## src/rtl/lir_pkg.sv

```systemverilog
// Shared types, constants and helpers for the linear interpolation resampler.
package lir_pkg;

  localparam int unsigned MAX_SAMPLE_LENGTH_DEF = 65534;

  localparam int PERIOD_W = 10;
  localparam int LEN_W    = 16;
  localparam int IDX_W    = 17;
  localparam int WL_W     = 20;
  localparam int DVD_W    = 48;
  localparam int FRAC_W   = 32;

  localparam logic [PERIOD_W-1:0] PERIOD_MIN = 10'd113;
  localparam logic [PERIOD_W-1:0] PERIOD_MAX = 10'd907;

  localparam logic [4:0] BURST_CAP = 5'd24;

  typedef enum logic [1:0] {
    REG_REF_PERIOD    = 2'd0,
    REG_NEW_PERIOD    = 2'd1,
    REG_SOURCE_LENGTH = 2'd2,
    REG_UNUSED        = 2'd3
  } reg_index_t;

  typedef struct packed {
    logic             start;
    logic [DVD_W-1:0] dividend;
    logic [WL_W-1:0]  divisor;
  } div_req_t;

  typedef struct packed {
    logic             done;
    logic [DVD_W-1:0] quotient;
  } div_rsp_t;

  function automatic logic [PERIOD_W-1:0] clamp_period(input logic [PERIOD_W-1:0] p);
    logic [PERIOD_W-1:0] r;
    if (p < PERIOD_MIN) r = PERIOD_MIN;
    else if (p > PERIOD_MAX) r = PERIOD_MAX;
    else r = p;
    return r;
  endfunction

endpackage

```

## src/rtl/lir_div.sv

```systemverilog
// Shared iterative restoring divider, one quotient bit per cycle.
module lir_div (
  input  logic              clk,
  input  logic              rst,
  input  lir_pkg::div_req_t req,
  output lir_pkg::div_rsp_t rsp
);

  localparam int CNT_W = $clog2(lir_pkg::DVD_W + 1);

  logic [lir_pkg::DVD_W-1:0] dvd;
  logic [lir_pkg::WL_W-1:0]  divisor;
  logic [lir_pkg::WL_W-1:0]  rem;
  logic [CNT_W-1:0]          cnt;
  logic                      busy;
  logic                      done;

  logic [lir_pkg::WL_W:0]    trial;
  logic                      q_bit;
  logic [lir_pkg::WL_W:0]    diff;

  assign trial = {rem, dvd[lir_pkg::DVD_W-1]};
  assign q_bit = (trial >= {1'b0, divisor});
  assign diff  = trial - {1'b0, divisor};

  always_ff @(posedge clk) begin
    if (rst) begin
      busy <= 1'b0;
      done <= 1'b0;
      cnt  <= '0;
    end else begin
      done <= 1'b0;
      if (req.start) begin
        dvd     <= req.dividend;
        divisor <= req.divisor;
        rem     <= '0;
        cnt     <= CNT_W'(lir_pkg::DVD_W);
        busy    <= 1'b1;
      end else if (busy) begin
        dvd <= {dvd[lir_pkg::DVD_W-2:0], q_bit};
        rem <= q_bit ? diff[lir_pkg::WL_W-1:0] : trial[lir_pkg::WL_W-1:0];
        cnt <= cnt - CNT_W'(1);
        if (cnt == CNT_W'(1)) begin
          busy <= 1'b0;
          done <= 1'b1;
        end
      end
    end
  end

  assign rsp.done     = done;
  assign rsp.quotient = dvd;

endmodule

```

## src/rtl/lir_interp.sv

```systemverilog
// Linear interpolation of two signed samples by a 16-bit fraction.
module lir_interp (
  input  logic signed [7:0] s1,
  input  logic signed [7:0] s2,
  input  logic [15:0]       frac,
  output logic signed [7:0] y
);

  logic signed [8:0]  diff;
  logic signed [25:0] prod;
  logic signed [17:0] prod_sh;
  logic signed [17:0] acc;

  assign diff    = 9'(s2) - 9'(s1);
  assign prod    = 26'(diff) * $signed({10'b0, frac});
  assign prod_sh = 18'(prod >>> 8);
  assign acc     = $signed({{2{s1[7]}}, s1, 8'b0}) + prod_sh;
  assign y       = acc[15:8];

endmodule

```

## src/rtl/linear_interp_resampler.sv

```systemverilog
// Linear interpolation resampler top level: sequencer, run state and output register.
// Takes one signed 8-bit source sample per request and emits the resampled stream,
// run_last on tlast marking the final output of a run. The first request of a run forms
// len*new_period in ST_START, then uses the shared divider for the output length and,
// unless the run passes samples through, once more for the 16.32 step. After that each
// request produces its outputs (the burst is capped at 24), with one output per cycle
// while the output side keeps taking them. A pass-through request forwards its sample.
// Register writes are taken only while the block is idle and no request is offered;
// writes to the three period and length registers abort the current run, and the next
// request starts a new one.
module linear_interp_resampler #(
  parameter int unsigned MAX_SAMPLE_LENGTH = lir_pkg::MAX_SAMPLE_LENGTH_DEF
) (
  input  logic        clk,
  input  logic        rst,
  input  logic        s_tvalid,
  output logic        s_tready,
  input  logic [7:0]  s_tdata,     // [7:0] sample_in
  output logic        m_tvalid,
  input  logic        m_tready,
  output logic [7:0]  m_tdata,     // [7:0] sample_out
  output logic        m_tlast,     // run_last
  input  logic        cfg_valid,
  output logic        cfg_ready,
  input  logic [1:0]  cfg_index,
  input  logic [15:0] cfg_data
);

  localparam int CNT_W = $clog2(MAX_SAMPLE_LENGTH + 1);

  typedef enum logic [2:0] {
    ST_IDLE,
    ST_START,
    ST_DIV1,
    ST_DIV2,
    ST_EMIT
  } state_t;

  state_t state;

  logic [lir_pkg::PERIOD_W-1:0] ref_period;
  logic [lir_pkg::PERIOD_W-1:0] new_period;
  logic [lir_pkg::LEN_W-1:0]    source_length;
  logic signed [7:0]            prev_sample;
  logic signed [7:0]            cur_sample;
  logic [lir_pkg::DVD_W-1:0]    step_size;
  logic [lir_pkg::FRAC_W-1:0]   phase_frac;
  logic [lir_pkg::IDX_W-1:0]    read_index;
  logic [lir_pkg::IDX_W-1:0]    inputs_seen;
  logic [CNT_W-1:0]             write_index;
  logic [CNT_W-1:0]             output_total;
  logic [4:0]                   burst;

  lir_pkg::div_req_t div_req;
  lir_pkg::div_rsp_t div_rsp;

  logic [lir_pkg::PERIOD_W-1:0] rp_c;
  logic [lir_pkg::PERIOD_W-1:0] np_c;
  logic [25:0]                  len_prod;
  logic [lir_pkg::WL_W-1:0]     wl;
  logic [lir_pkg::WL_W-1:0]     wl_even;
  logic [CNT_W-1:0]             total_clamp;
  logic                         pass_run;
  logic [lir_pkg::IDX_W:0]      i_ext;
  logic [lir_pkg::IDX_W:0]      rd_ext;
  logic [lir_pkg::IDX_W:0]      rd1;
  logic [lir_pkg::IDX_W:0]      rd2;
  logic                         last;
  logic                         can_emit;
  logic                         slot_free;
  logic                         out_fire;
  logic signed [7:0]            tap_a;
  logic signed [7:0]            tap_b;
  logic signed [7:0]            interp_y;
  logic [lir_pkg::DVD_W:0]      phase_acc;

  assign rp_c     = lir_pkg::clamp_period(ref_period);
  assign np_c     = lir_pkg::clamp_period(new_period);
  assign len_prod = 26'(source_length) * 26'(np_c);
  assign wl       = div_rsp.quotient[lir_pkg::WL_W-1:0];
  assign wl_even  = {wl[lir_pkg::WL_W-1:1], 1'b0};
  assign total_clamp = (wl_even > lir_pkg::WL_W'(MAX_SAMPLE_LENGTH)) ?
                       CNT_W'(MAX_SAMPLE_LENGTH) : CNT_W'(wl_even);
  assign pass_run = (source_length == '0) || (wl == lir_pkg::WL_W'(source_length)) ||
                    (wl == '0);

  assign i_ext  = {1'b0, inputs_seen};
  assign rd_ext = {1'b0, read_index};
  assign rd1    = rd_ext + 18'd1;
  assign rd2    = rd_ext + 18'd2;
  assign last   = (source_length == '0) ||
                  ((i_ext + 18'd1) >= 18'(source_length));

  assign tap_a = (rd_ext == i_ext) ? cur_sample : (rd1 == i_ext) ? prev_sample : 8'sd0;
  assign tap_b = (rd1 == i_ext) ? cur_sample : (rd2 == i_ext) ? prev_sample : 8'sd0;

  assign can_emit  = (burst < lir_pkg::BURST_CAP) && (write_index < output_total) &&
                     (last || (rd1 <= i_ext));
  assign slot_free = !m_tvalid || m_tready;
  assign out_fire  = (state == ST_EMIT) && slot_free && ((step_size == '0) || can_emit);
  assign phase_acc = {17'b0, phase_frac} + {1'b0, step_size};

  assign s_tready  = (state == ST_IDLE);
  assign cfg_ready = (state == ST_IDLE) && !s_tvalid;

  always_comb begin
    div_req.start    = (state == ST_START) ||
                       ((state == ST_DIV1) && div_rsp.done && !pass_run);
    div_req.dividend = (state == ST_START) ? lir_pkg::DVD_W'(len_prod) :
                       {source_length, 32'b0};
    div_req.divisor  = (state == ST_START) ? lir_pkg::WL_W'(rp_c) : wl;
  end

  lir_div u_div (
    .clk (clk),
    .rst (rst),
    .req (div_req),
    .rsp (div_rsp)
  );

  lir_interp u_interp (
    .s1   (tap_a),
    .s2   (tap_b),
    .frac (phase_frac[31:16]),
    .y    (interp_y)
  );

  always_ff @(posedge clk) begin
    if (rst) begin
      state         <= ST_IDLE;
      ref_period    <= 10'd428;
      new_period    <= 10'd428;
      source_length <= 16'd2;
      prev_sample   <= '0;
      step_size     <= '0;
      phase_frac    <= '0;
      read_index    <= '0;
      write_index   <= '0;
      inputs_seen   <= '0;
      output_total  <= '0;
      burst         <= '0;
      m_tvalid      <= 1'b0;
      m_tlast       <= 1'b0;
    end else begin
      if (out_fire) begin
        m_tvalid <= 1'b1;
      end else if (m_tready) begin
        m_tvalid <= 1'b0;
      end
      unique case (state)
        ST_IDLE: begin
          if (s_tvalid) begin
            cur_sample <= s_tdata;
            burst      <= '0;
            if (inputs_seen == '0) begin
              read_index  <= '0;
              write_index <= '0;
              phase_frac  <= '0;
              step_size   <= '0;
              state       <= ST_START;
            end else begin
              state <= ST_EMIT;
            end
          end
        end
        ST_START: begin
          state <= ST_DIV1;
        end
        ST_DIV1: begin
          if (div_rsp.done) begin
            output_total <= total_clamp;
            state        <= pass_run ? ST_EMIT : ST_DIV2;
          end
        end
        ST_DIV2: begin
          if (div_rsp.done) begin
            step_size <= div_rsp.quotient;
            state     <= ST_EMIT;
          end
        end
        ST_EMIT: begin
          if (slot_free) begin
            if (step_size == '0) begin
              m_tdata     <= cur_sample;
              m_tlast     <= last;
              prev_sample <= cur_sample;
              inputs_seen <= last ? '0 : inputs_seen + 17'd1;
              state       <= ST_IDLE;
            end else if (can_emit) begin
              m_tdata     <= interp_y;
              m_tlast     <= ((write_index + CNT_W'(1)) == output_total);
              write_index <= write_index + CNT_W'(1);
              burst       <= burst + 5'd1;
              read_index  <= read_index + phase_acc[48:32];
              phase_frac  <= phase_acc[31:0];
            end else begin
              prev_sample <= cur_sample;
              inputs_seen <= last ? '0 : inputs_seen + 17'd1;
              state       <= ST_IDLE;
            end
          end
        end
        default: begin
          state <= ST_IDLE;
        end
      endcase
      if (cfg_valid && cfg_ready) begin
        unique case (lir_pkg::reg_index_t'(cfg_index))
          lir_pkg::REG_REF_PERIOD: begin
            ref_period  <= cfg_data[lir_pkg::PERIOD_W-1:0];
            inputs_seen <= '0;
          end
          lir_pkg::REG_NEW_PERIOD: begin
            new_period  <= cfg_data[lir_pkg::PERIOD_W-1:0];
            inputs_seen <= '0;
          end
          lir_pkg::REG_SOURCE_LENGTH: begin
            source_length <= cfg_data;
            inputs_seen   <= '0;
          end
          lir_pkg::REG_UNUSED: begin
          end
          default: begin
          end
        endcase
      end
    end
  end

endmodule

```

## config.mk

```make
export PLATFORM = sky130hd
export DESIGN_NAME = linear_interp_resampler
export DESIGN_NICKNAME = d
export VERILOG_FILES = /design/src/rtl/lir_pkg.sv /design/src/rtl/lir_div.sv /design/src/rtl/lir_interp.sv /design/src/rtl/linear_interp_resampler.sv
export SDC_FILE = /design/constraint.sdc
export NUM_CORES = 2
export LEC_CHECK = 0
export ABC_AREA = 0
export BUFFER_PORTS_ARGS = -buffer_cell sky130_fd_sc_hd__clkbuf_2
export CAP_MARGIN = 10
export CORE_MARGIN = 2
export CORE_UTILIZATION = 55
export CTS_CLUSTER_SIZE = 14
export DETAILED_ROUTE_END_ITERATION = 8
export GPL_ROUTABILITY_DRIVEN = 0
export PLACE_DENSITY = 0.81
export REMOVE_ABC_BUFFERS = 1
export SYNTH_ARGS = -nofsm -noshare
export SYNTH_HDL_FRONTEND = slang
export SYNTH_SLANG_ARGS = --single-unit
```

## constraint.sdc

```tcl
create_clock -name clk -period 32.1 [get_ports clk]
set_clock_uncertainty 0.2 [all_clocks]
set_input_delay 1.605 -clock clk [delete_from_list [all_inputs] [get_ports clk]]
set_output_delay 1.605 -clock clk [all_outputs]
set_load 0.01 [all_outputs]
```

# Word-level counts from Yosys, hierarchy flattened
# Cells that the tools add are included.
classes:
  add_sub_neg: 12
  n_reduce_logical: 46
  magnitude_cmp: 10
  n_eq_ne: 21
  multipliers: 2
  mux: 72
  bitwise_logic: 2
ops:
  columns: ["op", "count"]
  rows:
  - ["$mux 48", 6]
  - ["$mux 17", 12]
  - ["$mux 32", 5]
  - ["$mux 16", 6]
  - ["$pmux 48 s2", 1]
  - ["$mux 8", 8]
  - ["$pmux 32 s2", 1]
  - ["$mux 10", 5]
  - ["$add 32x48->49", 1]
  - ["$logic_not 48->1", 1]
  - ["$mux 20", 2]
  - ["$add 17x1->18 const B", 2]
  - ["$eq 18x17->1", 2]
  - ["$pmux 17 s2", 1]
  - ["$pmux 16 s2", 1]
  - ["$mul 16x10->26", 1]
  - ["$mul 9x17->24", 1]
  - ["$mux 3", 8]
  - ["$ge 21x20->1", 1]
  - ["$eq 20x16->1", 1]
  - ["$gt 10x10->1 const B", 2]
  - ["$gt 20x16->1 const B", 1]
  - ["$logic_not 20->1", 1]
  - ["$lt 10x7->1 const B", 2]
  - ["other kinds (45)", 93]
totals:
  inputBits: 31
  word_cells: 189
  regBits: 312
  out_inout_bits: 12

# Depth between registers and ports, before layout
depth:
  ltp_word: 11
  depth_mapped: 50

# By module
# A second synthesis with hierarchy kept.
hier_totals:
  cells_unflattened: 3349
  hier_area_um2: 29384.4
modules_own_cells:
  columns: ["mod", "area_each_um2", "cells_per_inst", "seq_area_each_um2", "instances"]
  rows:
  - ["linear_interp_resampler", 19234.7, 2371, 4464.3, 1]
  - ["lir_div", 5323.9, 444, 2802.7, 1]
  - ["lir_interp", 4825.9, 534, 0.0, 1]

# Worst setup path before layout
# No wires, ideal clock.
synth_path:
  path_type: "register to register"
  from: "reg read_index[2] (netlist bit)"
  to: "reg m_tdata[7] (data pin)"
  setup_slack_ps: 21198
  period_less_slack_ps: 10902
  arrival_ps: 10442
  stages_incl_launch_ff: 49
  cell_sequence: "dfxtp_1 -> ha_1 -> nand3_1 -> nor4_1 -> and2b_1 -> nand4_1 -> xnor2_1 -> ha_1 -> nand3_1 -> nor4_1 -> nand2_1 -> nor2_1 -> clkbuf_1 -> a22o_1 -> ha_1 -> inv_1 -> fa_1 -> a21o_1 -> (+13 left out) -> inv_1 -> ha_1 -> nor3_1 -> o21ai_1 -> a21oi_1 -> nor2b_1 -> o21ai_0 -> nand2b_1 -> xor2_1 -> ha_1 -> a21oi_1 -> o21bai_1 -> a21oi_1 -> o21ai_0 -> xnor2_1 -> xnor2_1 -> xnor2_1 -> mux2_2"
synth_via:
  elab_chain_len: 9
  word_cells_on_any_way: 14
  cone_classes: "add/sub (4); mul (1); eq/ne (3); mux (6)"
synth_rtl:
  columns: ["element", "line", "source"]
  rows:
  - ["start, declared", "linear_interp_resampler.sv:48", "logic [lir_pkg::IDX_W-1:0] read_index;"]
  - ["start signal, assigned", "linear_interp_resampler.sv:194", "read_index <= read_index + phase_acc[48:32];"]
  - ["$add 17x2->18 / $add 17x1->18 (equally long branches)", "linear_interp_resampler.sv:90, linear_interp_resampler.sv:89", null]
  - ["$eq 18x17->1 (on tied branches)", "linear_interp_resampler.sv:95, linear_interp_resampler.sv:94", null]
  - ["$mux 8 (on tied branches) (2 in a row)", "linear_interp_resampler.sv:95, linear_interp_resampler.sv:94", null]
  - ["$sub 8x8->9", "lir_interp.sv:14", "assign diff = 9'(s2) - 9'(s1);"]
  - ["$mul 9x17->24", "lir_interp.sv:15", "assign prod = 26'(diff) * $signed({10'b0, frac});"]
  - ["$add 16x16->16 (*)", "lir_interp.sv:17", "assign acc = $signed({{2{s1[7]}}, s1, 8'b0}) + prod_sh;"]
  - ["$mux 8 (*)", "linear_interp_resampler.sv:189", "end else if (can_emit) begin"]
  - ["$mux 8 (*)", "linear_interp_resampler.sv:183", "if (step_size == '0) begin"]
  - ["end signal, assigned", "linear_interp_resampler.sv:184", "m_tdata <= cur_sample;"]
  - ["end signal, assigned", "linear_interp_resampler.sv:190", "m_tdata <= interp_y;"]
  - ["end, declared", "linear_interp_resampler.sv:21", "output logic [7:0] m_tdata,"]
# Mark *: on every way between the ends. The rest lies on a longest branch, timed or not. The select of a mux whose other input is x is not followed.
# A chain may end at the register's enable or synchronous reset.

# Final worst setup path
# Same ends and word-level chain as after synthesis.

==> impl_metrics.toml <==
[status]
status = "finished, final reports clean"

[clocking]
h-tree-depth = 2
postCtsSetupRepairBufs = 0
clockRootBuffer = "clkbuf_16"
cts_resized = 0
clock_path_buffers = 3
cts_sinks = 311
cts_tree = "done"
clk_pin_slew_ns = 0.06
cts_hold_buffers = 0
cts_buffers = 35
insertion_delay_ns = 0.57

[setup_path]
startpoint_type = "register"
worstSetupPathType = "register to register"
cpMostUsedCell = "ha_1"
end_kind = "register"
cp_max_fo = 16
required_ns = 32.21
slowest_stage = "xor2_1"
worstPathArrival_ns = 12.28
slowest_delay_ns = 0.89

[timing]
fin_crit_sh_pct = 37.9
slew_violations = 0
rsz0062_at_grt = "false"
hold_viol_final = 0
tightestPinTransition_ns = 1.22
relSlewSlack_pct = 18.3
setup_viol = 0
fmax_mhz = 82.2
period_minus_slack_ns = 12.17
fin_setup_tns_ns = 0

[layout]
multi_input_area_um2 = 19100
regArea_um2 = 7270
area_delta_synth_final_pct = 6.23
final_nets = 3680
antenna_cells = 0
fill_cells = 4278
drive_gt1_share_pct = 5.27

[route]
wl_mm = 72.1
wl_per_cell_um = 18.6
via_per_inst = 5.98
wl_met1_mm = 31.0
dr_wl_met2_mm = 31.2
routed.top_layer = "met4"
drtIter0Drc = 2375
vias = 23200
drtPass1Iterations = 6
wl_met3_mm = 7.17
ant_nets = 0
drc = 0

[global_route]
grt_pass1_vias = 22400
grt_start_max_net_pins = 94
grt_usage_pct = 27.5
grt_overflow_total = 0
antenna_found_initial = 0
grt_pass1_wl_mm = 118

[power]
p_sw_mw = 0.602
total_power_mw = 1.52
pwr-share-comb_pct = 38.0
p_clk_share_pct = 26.2
swShare_pct = 39.7
power.density_nw_per_um2 = 50.8
seqPwrFrac_pct = 35.8
peakVddDrop_v = 0.0000438
total_leakage_power_nw = 13.6
intPower_mw = 0.913

[floorplan]
die_area_um2 = 52900
core_um2 = 50300
initial_core_util_pct = 55.9
ios = 43
die_width_um = 230
rows = 82
fp.dieH_um = 230

[job]
drv_cap = 0

[logic_synthesis]
netlist_instances = 3242
yosysWarningCount = 0
synth_area_um2 = 28100
async_flop_share_pct = 0
synth_edf_count = 104
synthDistinctLibCells = 92
ys_ff_latch = 311
syn_area_per_cell_um2 = 8.66
synth-seq-area-share_pct = 25.9
synthFlopType = "dfxtp_1"

[worst_hold_path]
hold_class = "register to register"

[placement]
hpwl_mm = 53.3
io_buffer_count = 42
## kinds of logic (layout without fill, tap and decap cells)
kind of cell             count (synthesis)  in the layout  share of synthesized area [%]
adder cells (fa/ha/maj)                467            467                           26.5
AO/OA/AOI/OAI                          630            630                           14.3
XOR/XNOR                               217            217                           6.77
flip-flops                             311            311                           25.9
buffers and inverters                  465            432                           6.42
multiplexers                            36             36                           1.30
AND/OR/NAND/NOR                       1116           1116                           18.8
## synth_stat cells (5+ instances only)
| cell type | count | share of area [%] |
|---|---|---|
| inv_1 | 297 | 4.0 |
| a41oi_1 | 6 | 0.19 |
| nand4_1 | 25 | 0.56 |
| o21bai_1 | 11 | 0.29 |
| and3_1 | 28 | 0.62 |
| o211ai_1 | 17 | 0.45 |
| or2_2 | 9 | 0.20 |
| dfxtp_1 | 207 | 15 |
| or3_1 | 18 | 0.40 |
| nor3b_1 | 5 | 0.13 |
| o21a_1 | 12 | 0.32 |
| a311oi_1 | 6 | 0.19 |
| o21ai_0 | 93 | 1.7 |
| nor3_1 | 44 | 0.78 |
| o21ai_1 | 7 | 0.12 |
| a22oi_1 | 40 | 1.1 |
| xnor2_1 | 131 | 4.1 |
| o22ai_1 | 29 | 0.65 |
| nand2_1 | 419 | 5.6 |
| edfxtp_1 | 104 | 11 |
| buf_1 | 10 | 0.13 |
| a31oi_1 | 16 | 0.36 |
| nand2b_1 | 33 | 0.74 |
| a21o_1 | 70 | 1.9 |
| nor2_1 | 221 | 3.0 |
| buf_2 | 18 | 0.32 |
| fa_1 | 213 | 15 |
| a22o_1 | 18 | 0.56 |
| mux2i_1 | 33 | 1.2 |
| nor4_1 | 40 | 0.89 |
| clkbuf_1 | 130 | 1.7 |
| buf_4 | 7 | 0.19 |
| o31ai_1 | 10 | 0.27 |
| a211oi_1 | 13 | 0.35 |
| a21oi_1 | 227 | 4.0 |
| and2_1 | 98 | 2.2 |
| nand3_1 | 124 | 2.2 |
| xor2_1 | 86 | 2.7 |
| nor2b_1 | 23 | 0.51 |
| ha_1 | 254 | 11 |
## sequential cells by signal, summed over array words and instances (netlist names), 10 cells and up
register	cells
write_index	16
source_length	16
new_period	10
inputs_seen	17
u_div.dvd	48
u_div.rem	20
step_size	48
u_div.divisor	20
output_total	15
ref_period	10
phase_frac	32
read_index	17
## per-stage QoR
step | utilization (%) | hold slack [ns] | instance area [µm²] | setup slack, ns | instances
6_report | 59.3 | 0.270 | 29800 | 19.93 | 3881
5_1_grt | 59.3 | 0.299 | 29800 | 19.10 | 3881
4_1_cts | 59.3 | 0.272 | 29800 | 20.21 | 3880
3_5_place_dp | 57.1 | 0.258 | 28700 | 20.27 | 3816
3_3_place_gp | 57.1 | 0.249 | 28700 | 20.73 | 3816
2_1_floorplan | - | 0.230 | 27400 | 20.92 | 3075
## placed cells by master, fill, tap and decap left out, types with 16 or more instances in the layout
cell / n
edfxtp_1: 104
mux2i_1: 33
a22o_1: 18
a22oi_1: 40
and2_1: 98
xnor2_1: 131
fa_1: 213
a31oi_1: 16
xor2_1: 86
a21o_1: 70
nand3_1: 124
dfxtp_1: 207
a21oi_1: 227
and3_1: 28
or3_1: 18
clkbuf_2: 41
nand4_1: 25
nor2_1: 219
buf_4: 27
nor2b_1: 23
clkbuf_16: 35
inv_1: 297
o22ai_1: 29
nor3_1: 41
o211ai_1: 17
ha_1: 254
nor4_1: 39
nand2b_1: 33
o21ai_0: 92
nand2_1: 419
## final timing paths
path / start / endpoint / slack [ns] / cells past startpoint
setup / recovery: read_index[2]$_SDFFE_PP0P_ / m_tdata[7]$_DFFE_PP_ / 19.93 / 46
hold / removal: phase_frac[14]$_SDFFE_PP0P_ / phase_frac[14]$_SDFFE_PP0P_ / 0.27 / 2
setup reg to reg: read_index[2]$_SDFFE_PP0P_ / m_tdata[7]$_DFFE_PP_ / 19.93 / 46
hold reg to reg: phase_frac[14]$_SDFFE_PP0P_ / phase_frac[14]$_SDFFE_PP0P_ / 0.27 / 2
## area by class of cell
cell class,instances,area share [%]
multi-input cells,2466,63.9
flip-flops and latches,311,24.4
inverters,298,3.75
clock buffers,42,3.06
well taps,672,2.82
repair buffers,70,1.44
clock inverters,22,0.650
## worst max-delay path, delay by kind of cell, from the launching register on
kind,cells,cell delay [ns]
DFF,1,0.49
adders and majority gates,10,3.54
buffers and inverters,3,0.36
xor gates and xnor gates,6,1.70
AOI/OAI and AO/OA,14,2.75
muxes,1,0.26
and+or+nand+nor,12,2.59
## power groups by stage
stage / Clock (mW) / Sequential, mW / Combinational (mW)
global route: 0.416 / 0.545 / 0.644
global placement: 0 / 0.545 / 0.553
finish: 0.397 / 0.542 / 0.576
CTS: 0.401 / 0.539 / 0.572
detailed placement: 0 / 0.546 / 0.568
floorplan: 0 / 0.526 / 0.407
## routing by layer
layer | up-vias | global-route usage (%)
li1 | 10900 | -
met1 | 11000 | 38.6
met2 | 1035 | 42.0
met3 | 197 | 6.05
met4 | 0 | 9.40
met5 | - | 0
Power figures use the tool's default switching activity.
